$ cat src/design/nvmeqpt_pkg.sv
// types, codes and pointer helpers for the queue pair tracker
package nvmeqpt_pkg;

    localparam int MAX_DEPTH = 256;
    localparam logic [16:0] LAST_LIMIT = 17'(MAX_DEPTH - 1);

    localparam logic MODE_SUBMIT   = 1'b0;
    localparam logic MODE_COMPLETE = 1'b1;

    localparam logic [1:0] OUT_SUBMITTED = 2'd0;
    localparam logic [1:0] OUT_FULL      = 2'd1;
    localparam logic [1:0] OUT_CONSUMED  = 2'd2;
    localparam logic [1:0] OUT_NOT_READY = 2'd3;

    localparam logic CFG_SQ_LAST = 1'b0;
    localparam logic CFG_CQ_LAST = 1'b1;

    localparam logic [7:0] SQ_LAST_RESET = 8'd63;
    localparam logic [7:0] CQ_LAST_RESET = 8'd255;

    localparam int IN_DATA_W  = 56;
    localparam int OUT_DATA_W = 80;

    typedef struct packed {
        logic        mode;
        logic [15:0] dw0_low;
        logic [15:0] status;
        logic [7:0]  rep_head;
        logic        failed;
    } item_t;

    typedef struct packed {
        logic [1:0]  outcome;
        logic [7:0]  sq_slot;
        logic [31:0] cmd_dword0_out;
        logic [7:0]  sq_doorbell_value;
        logic [7:0]  cq_doorbell_value;
        logic [15:0] completion_status;
        logic        command_failed;
    } result_t;

    // wrap-compare increment, wrap point clamped to the last index of the queue depth
    function automatic logic [7:0] wrap_next(input logic [7:0] ptr, input logic [7:0] last);
        logic [16:0] lim;
        lim = ({9'd0, last} > LAST_LIMIT) ? LAST_LIMIT : {9'd0, last};
        if ({9'd0, ptr} >= lim)
            return 8'd0;
        return ptr + 8'd1;
    endfunction

endpackage

$ cat src/design/nvmeqpt_front.sv
// front end: takes input transfers, classifies them and queues them for the back end
module nvmeqpt_front
    import nvmeqpt_pkg::*;
(
    input  logic                 clk,
    input  logic                 rst_n,
    input  logic                 in_valid,
    output logic                 in_ready,
    input  logic                 in_mode,
    input  logic [IN_DATA_W-1:0] in_data,
    output logic                 q_valid,
    input  logic                 q_ready,
    output item_t                q_item
);

    item_t       entry_reg [2];
    logic        wr_ptr_reg;
    logic        wr_ptr_next;
    logic        rd_ptr_reg;
    logic        rd_ptr_next;
    logic [1:0]  count_reg;
    logic [1:0]  count_next;
    item_t       incoming;
    logic        push;
    logic        pop;

    always_comb
    begin
        incoming.mode     = in_mode;
        incoming.dw0_low  = in_data[15:0];
        incoming.status   = in_data[47:32];
        incoming.rep_head = in_data[55:48];
        // error flag from status bits 8..1
        incoming.failed   = |in_data[40:33];
    end

    assign in_ready = (count_reg != 2'd2);
    assign q_valid  = (count_reg != 2'd0);
    assign push     = in_valid && in_ready;
    assign pop      = q_valid && q_ready;
    assign q_item   = entry_reg[rd_ptr_reg];

    always_comb
    begin
        wr_ptr_next = push ? ~wr_ptr_reg : wr_ptr_reg;
        rd_ptr_next = pop ? ~rd_ptr_reg : rd_ptr_reg;
        count_next  = count_reg + {1'b0, push} - {1'b0, pop};
    end

    always_ff @(posedge clk or negedge rst_n)
    begin
        if (!rst_n)
        begin
            wr_ptr_reg <= 1'b0;
            rd_ptr_reg <= 1'b0;
            count_reg  <= 2'd0;
        end
        else
        begin
            wr_ptr_reg <= wr_ptr_next;
            rd_ptr_reg <= rd_ptr_next;
            count_reg  <= count_next;
        end
    end

    always_ff @(posedge clk)
    begin
        if (push)
            entry_reg[wr_ptr_reg] <= incoming;
    end

endmodule

$ cat src/design/nvmeqpt_back.sv
// back end: holds queue pointers and phase, executes items, drives the result register
module nvmeqpt_back
    import nvmeqpt_pkg::*;
(
    input  logic       clk,
    input  logic       rst_n,
    input  logic       cfg_we,
    input  logic       cfg_index,
    input  logic [7:0] cfg_data,
    input  logic       q_valid,
    output logic       q_ready,
    input  item_t      q_item,
    output logic       out_valid,
    input  logic       out_ready,
    output result_t    out_result
);

    logic [7:0] sq_last_reg;
    logic [7:0] cq_last_reg;
    logic [7:0] sq_tail_reg;
    logic [7:0] sq_tail_next;
    logic [7:0] sq_head_reg;
    logic [7:0] sq_head_next;
    logic [7:0] cq_head_reg;
    logic [7:0] cq_head_next;
    logic       cq_phase_reg;
    logic       cq_phase_next;
    logic       out_valid_reg;
    logic       out_valid_next;
    result_t    result_reg;
    result_t    result_next;
    logic [7:0] sq_step;
    logic [7:0] cq_step;
    logic       take;

    assign q_ready    = !out_valid_reg || out_ready;
    assign take       = q_valid && q_ready;
    assign out_valid  = out_valid_reg;
    assign out_result = result_reg;

    assign sq_step = wrap_next(sq_tail_reg, sq_last_reg);
    assign cq_step = wrap_next(cq_head_reg, cq_last_reg);

    always_comb
    begin
        sq_tail_next   = sq_tail_reg;
        sq_head_next   = sq_head_reg;
        cq_head_next   = cq_head_reg;
        cq_phase_next  = cq_phase_reg;
        result_next    = '0;
        out_valid_next = out_valid_reg && !out_ready;
        if (take)
        begin
            out_valid_next = 1'b1;
            unique case (q_item.mode)
                MODE_SUBMIT:
                begin
                    if (sq_step == sq_head_reg)
                        result_next.outcome = OUT_FULL;
                    else
                    begin
                        result_next.outcome           = OUT_SUBMITTED;
                        result_next.sq_slot           = sq_tail_reg;
                        // command identifier replaces bits 31..16
                        result_next.cmd_dword0_out    = {8'd0, sq_tail_reg, q_item.dw0_low};
                        result_next.sq_doorbell_value = sq_step;
                        sq_tail_next                  = sq_step;
                    end
                end
                MODE_COMPLETE:
                begin
                    if (q_item.status[0] != cq_phase_reg)
                        result_next.outcome = OUT_NOT_READY;
                    else
                    begin
                        result_next.outcome           = OUT_CONSUMED;
                        result_next.cq_doorbell_value = cq_step;
                        result_next.completion_status = q_item.status;
                        result_next.command_failed    = q_item.failed;
                        cq_head_next                  = cq_step;
                        sq_head_next                  = q_item.rep_head;
                        if (cq_step < cq_head_reg)
                            cq_phase_next = ~cq_phase_reg;
                    end
                end
                default:
                begin
                    result_next.outcome = OUT_NOT_READY;
                end
            endcase
        end
    end

    always_ff @(posedge clk or negedge rst_n)
    begin
        if (!rst_n)
        begin
            sq_last_reg   <= SQ_LAST_RESET;
            cq_last_reg   <= CQ_LAST_RESET;
            sq_tail_reg   <= 8'd0;
            sq_head_reg   <= 8'd0;
            cq_head_reg   <= 8'd0;
            cq_phase_reg  <= 1'b1;
            out_valid_reg <= 1'b0;
        end
        else
        begin
            if (cfg_we)
            begin
                unique case (cfg_index)
                    CFG_SQ_LAST: sq_last_reg <= cfg_data;
                    CFG_CQ_LAST: cq_last_reg <= cfg_data;
                    default:     sq_last_reg <= sq_last_reg;
                endcase
            end
            sq_tail_reg   <= sq_tail_next;
            sq_head_reg   <= sq_head_next;
            cq_head_reg   <= cq_head_next;
            cq_phase_reg  <= cq_phase_next;
            out_valid_reg <= out_valid_next;
        end
    end

    always_ff @(posedge clk)
    begin
        if (take)
            result_reg <= result_next;
    end

endmodule

$ cat src/design/nvme_queue_pair_tracker.sv
// top level of the queue pair tracker
//
// s_axis carries one item per transfer: s_axis_tuser 0 submits the command dword 0
// in s_axis_tdata, 1 examines the completion slot whose status and reported
// submission head sit in s_axis_tdata. Every item gives exactly one result on
// m_axis, in order, its kind in m_axis_tuser (submitted, full, consumed, not ready).
// cfg_we writes sq_last_index (index 0) or cq_last_index (index 1) on the clock edge;
// write only while no item is in flight.
// From input transfer to m_axis_tvalid an item passes the two-entry input queue of the
// front end and then the result register of the back end.
// Throughput is one item per cycle while m_axis_tready is high; the wrap-compare pointer
// update in the back end is combinational.
// When m_axis_tready is low the result register holds, the queue fills, and
// s_axis_tready drops once both queue entries are taken.
// rst_n clears pointers to zero, the expected phase to one, the wrap points to
// 63 and 255, and empties the queue and result register.
module nvme_queue_pair_tracker
    import nvmeqpt_pkg::*;
(
    input  logic                  clk,
    input  logic                  rst_n,
    input  logic                  s_axis_tvalid,
    output logic                  s_axis_tready,
    // cmd_dword0[31:0], cqe_status[47:32], cqe_sq_head[55:48]
    input  logic [IN_DATA_W-1:0]  s_axis_tdata,
    // mode[0]
    input  logic                  s_axis_tuser,
    output logic                  m_axis_tvalid,
    input  logic                  m_axis_tready,
    // sq_slot[7:0], cmd_dword0_out[39:8], sq_doorbell_value[47:40],
    // cq_doorbell_value[55:48], completion_status[71:56], command_failed[72], zero fill
    output logic [OUT_DATA_W-1:0] m_axis_tdata,
    // outcome[1:0]
    output logic [1:0]            m_axis_tuser,
    input  logic                  cfg_we,
    input  logic                  cfg_index,
    input  logic [7:0]            cfg_data
);

    logic    q_valid;
    logic    q_ready;
    item_t   q_item;
    result_t res;

    nvmeqpt_front u_front (
        .clk      (clk),
        .rst_n    (rst_n),
        .in_valid (s_axis_tvalid),
        .in_ready (s_axis_tready),
        .in_mode  (s_axis_tuser),
        .in_data  (s_axis_tdata),
        .q_valid  (q_valid),
        .q_ready  (q_ready),
        .q_item   (q_item)
    );

    nvmeqpt_back u_back (
        .clk        (clk),
        .rst_n      (rst_n),
        .cfg_we     (cfg_we),
        .cfg_index  (cfg_index),
        .cfg_data   (cfg_data),
        .q_valid    (q_valid),
        .q_ready    (q_ready),
        .q_item     (q_item),
        .out_valid  (m_axis_tvalid),
        .out_ready  (m_axis_tready),
        .out_result (res)
    );

    assign m_axis_tuser = res.outcome;
    assign m_axis_tdata = {7'd0, res.command_failed, res.completion_status,
                           res.cq_doorbell_value, res.sq_doorbell_value,
                           res.cmd_dword0_out, res.sq_slot};

endmodule

$ cat config.mk
export PLATFORM = sky130hd
export DESIGN_NAME = nvme_queue_pair_tracker
export DESIGN_NICKNAME = d
export VERILOG_FILES = /design/src/design/nvmeqpt_pkg.sv /design/src/design/nvmeqpt_front.sv /design/src/design/nvmeqpt_back.sv /design/src/design/nvme_queue_pair_tracker.sv
export SDC_FILE = /design/constraint.sdc
export NUM_CORES = 1
export LEC_CHECK = 0
export BUFFER_PORTS_ARGS = -buffer_cell sky130_fd_sc_hd__buf_2
export CAP_MARGIN = 20
export CELL_PAD_IN_SITES_DETAIL_PLACEMENT = 1
export CELL_PAD_IN_SITES_GLOBAL_PLACEMENT = 1
export CORE_ASPECT_RATIO = 0.5
export CORE_MARGIN = 1.5
export CORE_UTILIZATION = 40
export CTS_BUF_LIST = sky130_fd_sc_hd__clkbuf_8
export DETAILED_ROUTE_END_ITERATION = 8
export GPL_TIMING_DRIVEN = 1
export PLACE_DENSITY = 0.76
export SLEW_MARGIN = 20
export SYNTH_ARGS = -nofsm -noshare
export SYNTH_HDL_FRONTEND = slang
export SYNTH_SLANG_ARGS = --single-unit
$ cat constraint.sdc
create_clock -name clk -period 4.45 [get_ports clk]
set_input_delay 0.6675 -clock clk [delete_from_list [all_inputs] [get_ports clk]]
set_output_delay 0.6675 -clock clk [all_outputs]
set_load 0.05 [all_outputs]
After elaboration in Yosys (flattened, before gate mapping)

Memories as Yosys holds them, arrays and structs flattened.
Index checks and enable logic that the tools add are counted.
W data, S select, Z words.

RAM bits: 84
Bits in latches: 0
Bits in registers: 121
Memories kept: 1
Word-level logic and storage cells: 63
Bits in read-only memories: 0

Memory list:

| memory            | depth | bits a word | read ports | clocked after memory_dff | wr ports | line                | text |
|---|---|---|---|---|---|---|---|
| u_front.entry_reg | 2     | 42          | 1          | 0                        | 1        | nvmeqpt_front.sv:16 | `item_t entry_reg [2];` |

Multipliers: 0
Equal/unequal tests: 3
Reduce and logical (&&, ||, !) cells: 15
Muxes and demuxes: 12
Shift operators: 0
Bitwise gates (word level): 7
Add/sub/neg operators: 4
Order comparisons: 3
Divide/modulo/power cells: 0

Operators by type and width:

| cell                  | count |
|---|---|
| $mux W8               | 4 |
| $add A8 B1 Y8 const B | 2 |
| $ge A8 B8 Y1          | 2 |
| $eq A8 B8 Y1          | 1 |
| $lt A8 B8 Y1          | 1 |
| $reduce_or A8 Y1      | 1 |
| $mux W1               | 7 |
| $not A1 Y1            | 7 |
| $reduce_and A3 Y1     | 2 |
| $pmux W2 S2           | 1 |
| $reduce_and A2 Y1     | 2 |
| $reduce_and A4 Y1     | 1 |
| $reduce_or A2 Y1      | 2 |
| $logic_and A1 B1 Y1   | 3 |
| $add A2 B1 Y2         | 1 |
| $logic_not A1 Y1      | 2 |
| $ne A2 B2 Y1 const B  | 1 |
| $reduce_bool A2 Y1    | 1 |
| $sub A2 B1 Y2         | 1 |
| $logic_or A1 B1 Y1    | 1 |
| $ne A1 B1 Y1          | 1 |

Longest topological paths before layout

Gate-level depths: netlist (run 1).

Depth after elaboration: 6
Gate-level depth with buffers: 16
Depth with buffers taken out: 15

Modules after synthesis

From an unflattened synthesis (run 1), not the netlist that was laid out.

Cells, all modules: 579
Area total of the unflattened synthesis: 8503.2 sq um

By module, submodules not included:

| module                  | seq. area each (sq um) | area an instance (sq um) | instances | cells each |
|---|---|---|---|---|
| nvmeqpt_back            | 2841.5                 | 5033.6                   | 1         | 420 |
| nvmeqpt_front           | 2622.5                 | 3413.3                   | 1         | 151 |
| nvme_queue_pair_tracker | 0.0                    | 56.3                     | 1         | 8 |

Least setup slack after synthesis (run 1)

Ideal clock, no wire load.

Kind: input-to-reg
Start: input m_axis_tready
End: register u_back.sq_tail_reg[0]
Slack: 1.228 ns
Path buffers: 0
Cell stages on the path: 6
Arrival time: 3.097 ns
Cells stage by stage: nand2b_1 > o21ai_0 > inv_1 > nand2_1 > o21bai_4 > mux2_4

Longest elaborated chain between the ends: 3

RTL lines:

| element                            | line                          | text |
|---|---|---|
| start: declaration                 | nvme_queue_pair_tracker.sv:29 | `input logic m_axis_tready,` |
| $logic_or A1 B1 Y1                 | nvmeqpt_back.sv:36            | `assign q_ready = !out_valid_reg \|\| out_ready;` |
| $logic_and A1 B1 Y1                | nvmeqpt_back.sv:37            | `assign take = q_valid && q_ready;` |
| net u_back.take                    | nvmeqpt_back.sv:34            | `logic take;` |
| $reduce_and A3 Y1 (no source line) | -                             |  |
| end signal: assignment             | nvmeqpt_back.sv:116           | `sq_tail_reg <= sq_tail_next;` |
| end: declaration                   | nvmeqpt_back.sv:20            | `logic [7:0] sq_tail_reg;` |

The timed path passes the listed nets, and every way through them passes these cells.
A chain may end at the register's enable or synchronous reset.

Final worst setup path (run 1)

Start: register u_back.sq_tail_reg[0]
End: register u_back.result_reg, in the netlist u_back.out_result[45], data pin

Longest elaborated chain between the ends: 5
Elaborated cells on any way between the ends: 6

RTL lines:

| element                               | line                | text |
|---|---|---|
| $ge A8 B8 Y1                          | nvmeqpt_pkg.sv:46   | `if ({9'd0, ptr} >= lim)` |
| $mux W1                               | nvmeqpt_pkg.sv:46   |  |
| $mux W8 (*)                           | nvmeqpt_pkg.sv:48   | `return ptr + 8'd1;` |
| $eq A8 B8 Y1 (*)                      | nvmeqpt_back.sv:58  | `if (sq_step == sq_head_reg)` |
| $reduce_or A2 Y1 (no source line) (*) | -                   |  |
| end signal: assignment                | nvmeqpt_back.sv:127 | `result_reg <= result_next;` |
| end: declaration                      | nvmeqpt_back.sv:30  | `result_t result_reg;` |

Every way passes the cells marked *; elsewhere a longest branch is shown, timed or not.

==> results of run 1 <==
-- logic make-up (layout without fill, tap and decap cells) --
logic type / Yosys count / count (layout) / synth area share (%)
other: 1 / 16 / 0.0450
adder cells (fa/ha/maj): 23 / 23 / 3.45
AND/OR/NAND/NOR: 157 / 157 / 9.10
AO/OA/AOI/OAI: 80 / 80 / 6.92
buffers and inverters: 83 / 202 / 4.99
flip-flops: 189 / 189 / 65.6
multiplexers: 60 / 60 / 7.57
XOR/XNOR: 19 / 19 / 2.34
-- final cells by class --
type                    instances  area [um^2]
repair buffers                130          691
inverters                      40          150
flip-flops and latches        189         5470
clock buffers                  17          234
clock inverters                15          183
diodes                          1         2.50
multi-input cells             354         2520
well taps                     273          342
fillers                      2138        10900
-- through the flow --
step           cells  area (um^2)  total power, mW  util, %  hold slack, ps
6_report        1019         9590             7.14     46.9             178
5_1_grt         1018         9590             7.53     46.8             194
4_1_cts         1017         9560             7.20     46.7             330
3_5_place_dp     985         9140             6.00     44.7             496
3_3_place_gp     985         9140             5.88     44.7             478
2_1_floorplan    626         8380             5.28        -             372
-- worst max path at each step --
stage | startpoint | end | slack [ps] | cells after the start
floorplan | m_axis_tready | u_back.sq_tail_reg[0] | 1230 | 6
global placement | u_back.sq_tail_reg[0] | u_back.out_result[43] | 780 | 10
detailed placement | u_back.sq_tail_reg[0] | u_back.out_result[40] | 670 | 10
CTS | u_back.sq_tail_reg[0] | u_back.out_result[40] | 700 | 10
global route | u_back.sq_tail_reg[0] | u_back.out_result[47] | 470 | 10
finish | u_back.sq_tail_reg[0] | u_back.out_result[45] | 750 | 10
-- report_power, final --
part	internal, mW	switching (mW)
Clock	0.519	0.667
Sequential	2.61	0.288
Combinational	0.840	2.22
-- synthesized netlist by cell type (all sizes together) (5+ instances only) --
master  count
a21o        6
a21oi       8
buf        30
clkbuf     13
dfrtp      31
dfstp      15
edfxtp    143
ha         23
inv        40
mux2       15
mux2i      45
nand2      28
nand3      14
nor2       65
nor2b       5
nor3       13
nor4        6
o211ai      5
o21ai      32
xnor2      15
-- routing by layer --
metal	routed length, um	share of wire [%]	vias up	GRT usage (%)
met3	689	4.0	16	5.14
met1	7900	45	2541	21.4
met4	173	0.99	0	4.45
met2	8660	50	77	27.9
met5	0	0	-	0
li1	-	-	2417	-
-- critical path, stage by stage, from the launching register on --
cell and delay, ps:
dfrtp_1 550, inv_1 190, ha_1 320, nor2b_1 110, o21ai_1 130, a31o_1 410
nor4_1 500, o32ai_4 210, o21ai_4 630, buf_4 330, nor2_1 70
-- cell usage in the layout (no fill, tap or decap), drive strengths merged, types with 4 or more instances in the layout --
cell    count
conb       15
nor4        6
nand2      28
nand3      14
clkbuf     17
o31ai       4
nor2       65
clkinv      6
dfstp      15
o21ai      32
edfxtp    143
and3        4
ha         23
and2        4
buf       130
inv        45
nor3       13
nand4       4
o211ai      5
nand2b      4
xnor2      15
nor2b       5
mux2       15
mux2i      45
a21o        6
dfrtp      31
a21oi       8
==> results.md, run 1 <==
Finish:
- The area growth from synthesis to layout is 15.1%.
- The final layout net count is 826.
- The share of cells above drive strength 1 is 28.7%.
- The register with the most flip-flops in the layout has 84 of them.

CTS:
- Clock-pin slew was measured on the worst setup and hold paths at 100 ps.
- CTS built an H-tree with a depth of 4.
- The clock drives 189 sinks.
- The clock passes through at most 2 buffers.
- In this run, post-CTS repair resized a total of 0 instances.
- The later pin in the worst-skew pair is clocked with a latency of 480 ps.
- Buffers inserted to repair hold after CTS numbered 0.
- In this run the post-CTS setup repair buffer count came out at 0.
- TritonCTS built the clock tree.
- The number of buffers created by CTS is 17.
- CTS placed an instance of clkbuf_8 at the clock tree root.

Route:
- The initial DRC count is 250.
- After detailed routing, the number of vias per cell comes to 4.96.
- In the routed design, unresolved DRC markers number 0.
- The detailed router placed 5,051 vias in this run.
- The first detailed-routing pass ran for 4 iterations.
- The post-detailed-routing wire length is 17,400 um.
- The wire length per cell after detailed routing is 17.1 um.
- Once detail routing completed, the nets flagged for antenna violations numbered 0.

Logic synthesis:
- Each instance of the synthesized netlist takes up on average 13.6 um^2.
- Counting every instance in the synthesized netlist gives 612.
- The number of flops mapped to enable cells by yosys is 143.
- Of the synthesized area, sequential elements account for 65.6%.
- By area the synthesized netlist is led by edfxtp_1, dfrtp_1, mux2i_1.
- The total standard cell area after synthesis is 8330 um^2.
- Counting distinct cell types in the post-synthesis netlist gives 61.
- The fraction of synthesized cell area taken by the top area cell type is 51.5%.
- The top cell type by total area after synthesis is edfxtp_1.
- Yosys printed 0 warnings.
- In this run, synthesis produced a sequential element count of 189.
- Among all flip-flop cells after synthesis, the most frequent one is edfxtp_1.
- The async set-reset flop share out of synthesis is 24.3%.

Global route:
- Entering global routing, the biggest net connects 47 pins.
- The number of global-route vias before repair is 5,308.
- The first global-routing pass estimated 28,300 um of wire.
- The total congestion overflow after global routing is 0.
- For this run, the total global-route usage over all layers was measured as 16.8%.
- The initial antenna violation count was 2.

STA:
- After routing, the total negative slack on setup checks comes to 0 ps.
- For this run, the top clock speed supported by timing is 270 MHz.
- The worst path uses 83.3% of the clock period.
- Subtracting the final worst setup slack from the clock period gives 3700 ps.
- The count of final max-slew check failures was 0.
- The least setup slack across all paths after layout is 745 ps.
- The number of hold violations in the final report is 0.
- Clock skew on the completed layout was measured at 20.3 ps.
- Setup repair after global routing left no endpoint under its margin.
- The slew at the pin closest to its max-slew limit is 921 ps.
- The number of endpoints failing setup at the final stage is 0.
- Headroom to the max-slew limit came out at 38.5%.

Floorplanning:
- In this run the standard cell core region covers 20,500 um^2.
- The floorplan has 37 rows.
- The initial utilization of the core area, before any placement, comes to 40.7%.
- The y dimension of the die is 105 um.
- The die covers 21,800 um^2.
- 155 I/O pins were placed.
- The die is 207 um wide.

Worst setup path:
- The endpoint required time on the critical path is 4670 ps.
- The critical path capture point type is a register.
- In this run the register-to-register setup slack is 750 ps.
- The setup path with the least slack is of type register to register.
- The worst register-to-register path ends at u_back.out_result[45].
- The worst setup path is launched from a register.
- The launching point of the worst reg2reg path is u_back.sq_tail_reg[0].
- Of all nets on the critical path, the largest fanout is 21.
- The arrival time at the worst endpoint is 3930 ps.
- The number of cells on the worst reg-to-reg path is 10.

Pwr:
- Across the VDD grid, the largest voltage drop is 0.315 mV.
- The cell leakage power is 3.95 nW.
- The total power density per cell area is 744 nW/um^2.

Placed design:
- The wire-length estimate of the detail-placed layout is 12,100 um.
- The weighted congestion reported at the end of routability-driven placement is 0.816.
- Timing analysis after detailed placement gives a worst setup slack of 666 ps.
- The number of buffer cells added on primary ports is 123.

Run:
- The tool flagged a number of max-cap violations equal to 0.

Run status:
- The flow ran to the end, and the final reports show no timing, DRC or antenna violations.

Worst hold path:
- The path class of the lowest-slack min-delay path is input pin to async pin.
(Power assumes the default switching activity.)
==> inputs of run 2 (changes only) <==
--- a/config.mk
+++ b/config.mk
@@ -15,7 +15,7 @@
 export CTS_BUF_LIST = sky130_fd_sc_hd__clkbuf_8
 export DETAILED_ROUTE_END_ITERATION = 8
 export GPL_TIMING_DRIVEN = 1
-export PLACE_DENSITY = 0.76
+export PLACE_DENSITY = 0.79
 export SLEW_MARGIN = 20
 export SYNTH_ARGS = -nofsm -noshare
 export SYNTH_HDL_FRONTEND = slang
==> constraint.sdc (replaced) <==
create_clock -name clk -period 3.18 [get_ports clk]
set_input_delay 0.477 -clock clk [delete_from_list [all_inputs] [get_ports clk]]
set_output_delay 0.477 -clock clk [all_outputs]
set_load 0.05 [all_outputs]
==> run 2 against run 1 <==
Effect of this change:
- global-route usage rose by 0.48 points
- clock-buffer cell count did not move
- largest cell class unchanged
- cell count rose by 2.9%
- die area did not move
- via count rose by 3.5%
- core utilization rose by 1.4 points
- sequential share of layout area fell by 1.6 points
- non-clock buffer count rose by 31
- sequential power rose by 38%
- critical endpoint is now u_back.cq_phase_reg
- clock skew fell by 8.8 ps
- power rose by 43%
- critical path depth rose by 3
==> results.md, run 2 (same netlist as run 1, synthesis figures left out) <==
CTS:
- The tree is rooted in a clkbuf_8.
- The clock insertion delay at the later pin of the skew report came to 470 ps (about the same).
- The clock input transition at the sequential cells of the worst setup and hold paths is 90 ps (about the same).
- The number of buffers created by CTS is 17 (unchanged).
- The maximum number of buffers from clock root to sink is 2 (unchanged).
- TritonCTS built the clock tree.
- The total number of clock tree sinks came to 189 (unchanged).
- The number of hold buffers added after CTS is 0 (unchanged).
- The number of H-tree levels is 4 (unchanged).

Route:
- The post-detailed-routing wire length came to 18,300 um (+5.3%).
- The initial DRC count came to 252 (+0.80%).
- The total number of vias was 5,230 (+3.5%).
- The per-cell via count in the routed design came to 4.99 (+0.58%).
- The total DRC errors in the routed layout is 0 (unchanged).
- The number of iterations in the first detailed-routing pass is 5 (+1).
- The post-route antenna net violation count is 0 (unchanged).
- The wire length per cell after detailed routing came to 17.5 um (+2.3%).

Finish:
- The number of flip-flops in the largest register is 84 (unchanged).
- The final layout net count was 857 (+3.8%).
- The area growth from synthesis to layout is 18.4%.
- The top cell types in the final layout, fill and taps aside, are edfxtp_1, buf_2, nor2_1, mux2i_1, inv_1.
- The share of cells above drive strength 1 came to 33.2% (+4.5 points).
- The library cell used most frequently in the layout, excluding fill and tap cells, is edfxtp_1.
- The total inserted antenna cells is 0 (-1).

Worst setup path:
- The largest fanout of any net on the critical path is 4 (-81%).
- The slowest library cell on the worst path is dfstp_2.
- The critical path in this run is classified as register to register.
- The arrival time at the worst endpoint is 3470 ps (-460 ps).
- The family with the most delay on the worst path is simple AND/OR/NAND/NOR gates.
- The worst setup path is captured at a register.
- Traced cell by cell, the critical path runs through ha_1 > nand2b_1 > a21o_1 > a21o_1 > a21oi_2 > o21ai_2 > nor2_2 > ha_4 > a31o_2 > a21oi_2 > nand2_2 > or4bb_1 > nand4_1.
- The endpoint required time on the critical path is 3580 ps (-1090 ps).
- The worst setup path is launched from a register.
- The maximum cell stage delay along the critical path is 540 ps (-90 ps).
- The number of buffers and inverters on the critical path is 0 (-2).

STA:
- The post-route setup TNS is 0 ps (unchanged).
- The number of endpoints failing setup at the final stage is 0 (unchanged).
- The count of final max-slew check failures is 0 (unchanged).
- The slew at the pin closest to its max-slew limit is 746 ps (-175 ps).
- The maximum clock frequency is 326 MHz (+21%).
- The clock skew is 11.5 ps (-8.80 ps).
- The number of hold violations in the final report is 0 (unchanged).
- The clock period minus worst slack was 3070 ps (-639 ps).
- The ratio of final minimum period to clock period is 96.4% (+13 points).
- The worst slew slack as a fraction of its limit is 48.9% (+10 points).
- The worst slack on hold paths was 72.9 ps (-105 ps).

Worst hold path:
- The path class of the lowest-slack min-delay path is input pin to async pin.

Floorplanning:
- The number of top-level pins is 155 (unchanged).
- The placeable core region is 20,500 um^2 (unchanged).
- The y dimension of the die came to 105 um (unchanged).
- The area of the die is 21,800 um^2 (unchanged).
- The number of core rows is 37 (unchanged).
- The initial standard-cell utilization of the core is 40.7% (unchanged).
- The die boundary width came to 207 um (unchanged).

Global route:
- The largest net degree at the start of global routing is 42 (-11%).
- The initial antenna violation count is 1 (-1).
- The total congestion overflow after global routing is 0 (unchanged).
- The overall routing resource usage is 17.3% (+0.48 points).
- The global-route wire length before repair came to 29,100 um (+2.9%).
- The number of global-route vias before repair is 5,509 (+3.8%).

Pwr:
- The total power after layout is 10.2 mW (+43%).
- The cell leakage power is 4.10 nW (+3.9%).
- The peak supply drop was 0.462 mV (+47%).
- The total power density per cell area is 1030 nW/um^2 (+39%).

Placed design:
- The half-perimeter wire length after detailed placement was 12,900 um (+6.2%).
- The number of buffer cells added on primary ports is 123 (unchanged).
- The weighted congestion reported at the end of routability-driven placement came to 0.884 (+8.4%).

Run:
- The number of max-cap violations is 0 (unchanged).

Run status:
- The run finished with clean final reports.
[run 2: cell count changes in the layout (fill, tap and decap cells not counted), moves of 2 or more]
cell,change
ha_1,-3
buf_4,+30
a21oi_1,-3
a21oi_2,+3
o21ai_2,+2
clkinv_8,-2
ha_4,+3
[run 2: worst paths after layout]
kind,startpoint,end,slack [ps],cells past startpoint
max,u_back.cq_last_reg[0],u_back.cq_phase_reg,110,13
min,rst_n,u_front.count_reg[1],70,1
max reg2reg,u_back.cq_last_reg[0],u_back.cq_phase_reg,110,13
min reg2reg,u_front.count_reg[0],u_back.out_valid,500,2
max in group asynchronous,rst_n,u_back.cq_last_reg[0],2310,2
min in group clk,s_axis_tdata[15],u_front.entry_reg[1][40],190,1
[run 2: layout make-up]
class	instances	area, um^2
Fill cell	2163	10600
Sequential cell	189	5470
Multi-Input combinational cell	354	2600
Timing Repair Buffer	161	913
Tap cell	273	342
Clock buffer	17	234
Clock inverter	15	160
Inverter	40	150
[run 2: metal layers]
layer	track usage [%]	share of wire, %	vias up
met5	0	0.071	-
met4	5.33	1.2	2
met2	29.2	50	112
met1	22.1	45	2616
li1	-	-	2478
met3	4.21	3.6	22
[run 2: power by group]
part | switching, mW | internal [mW]
clock network | 0.911 | 0.713
registers | 0.354 | 3.65
logic | 3.22 | 1.36
total | 4.49 | 5.72
[run 2: worst register-to-register path, delay by kind of cell (launching register included)]
family | cells | cell delay, ps
simple gates | 5 | 1070
compound gates | 6 | 940
flops | 1 | 540
fa+ha+maj | 2 | 440
[run 2: metrics by stage]
stage,util [%],area (um^2),setup slack [ps],instances
6_report,48.2,9860,114,1049
5_1_grt,48.2,9860,-1.99,1049
4_1_cts,47.7,9760,8.27,1045
3_5_place_dp,45.7,9350,-38.2,1011
3_3_place_gp,45.7,9350,52.9,1011
2_1_floorplan,-,8390,18.7,626
[run 2: repair_timing]
action	in CTS	in global routing
gates resized for setup	1	15
pin swaps	2	8
endpoints found under the setup margin	12	25
buffers inserted	2	4
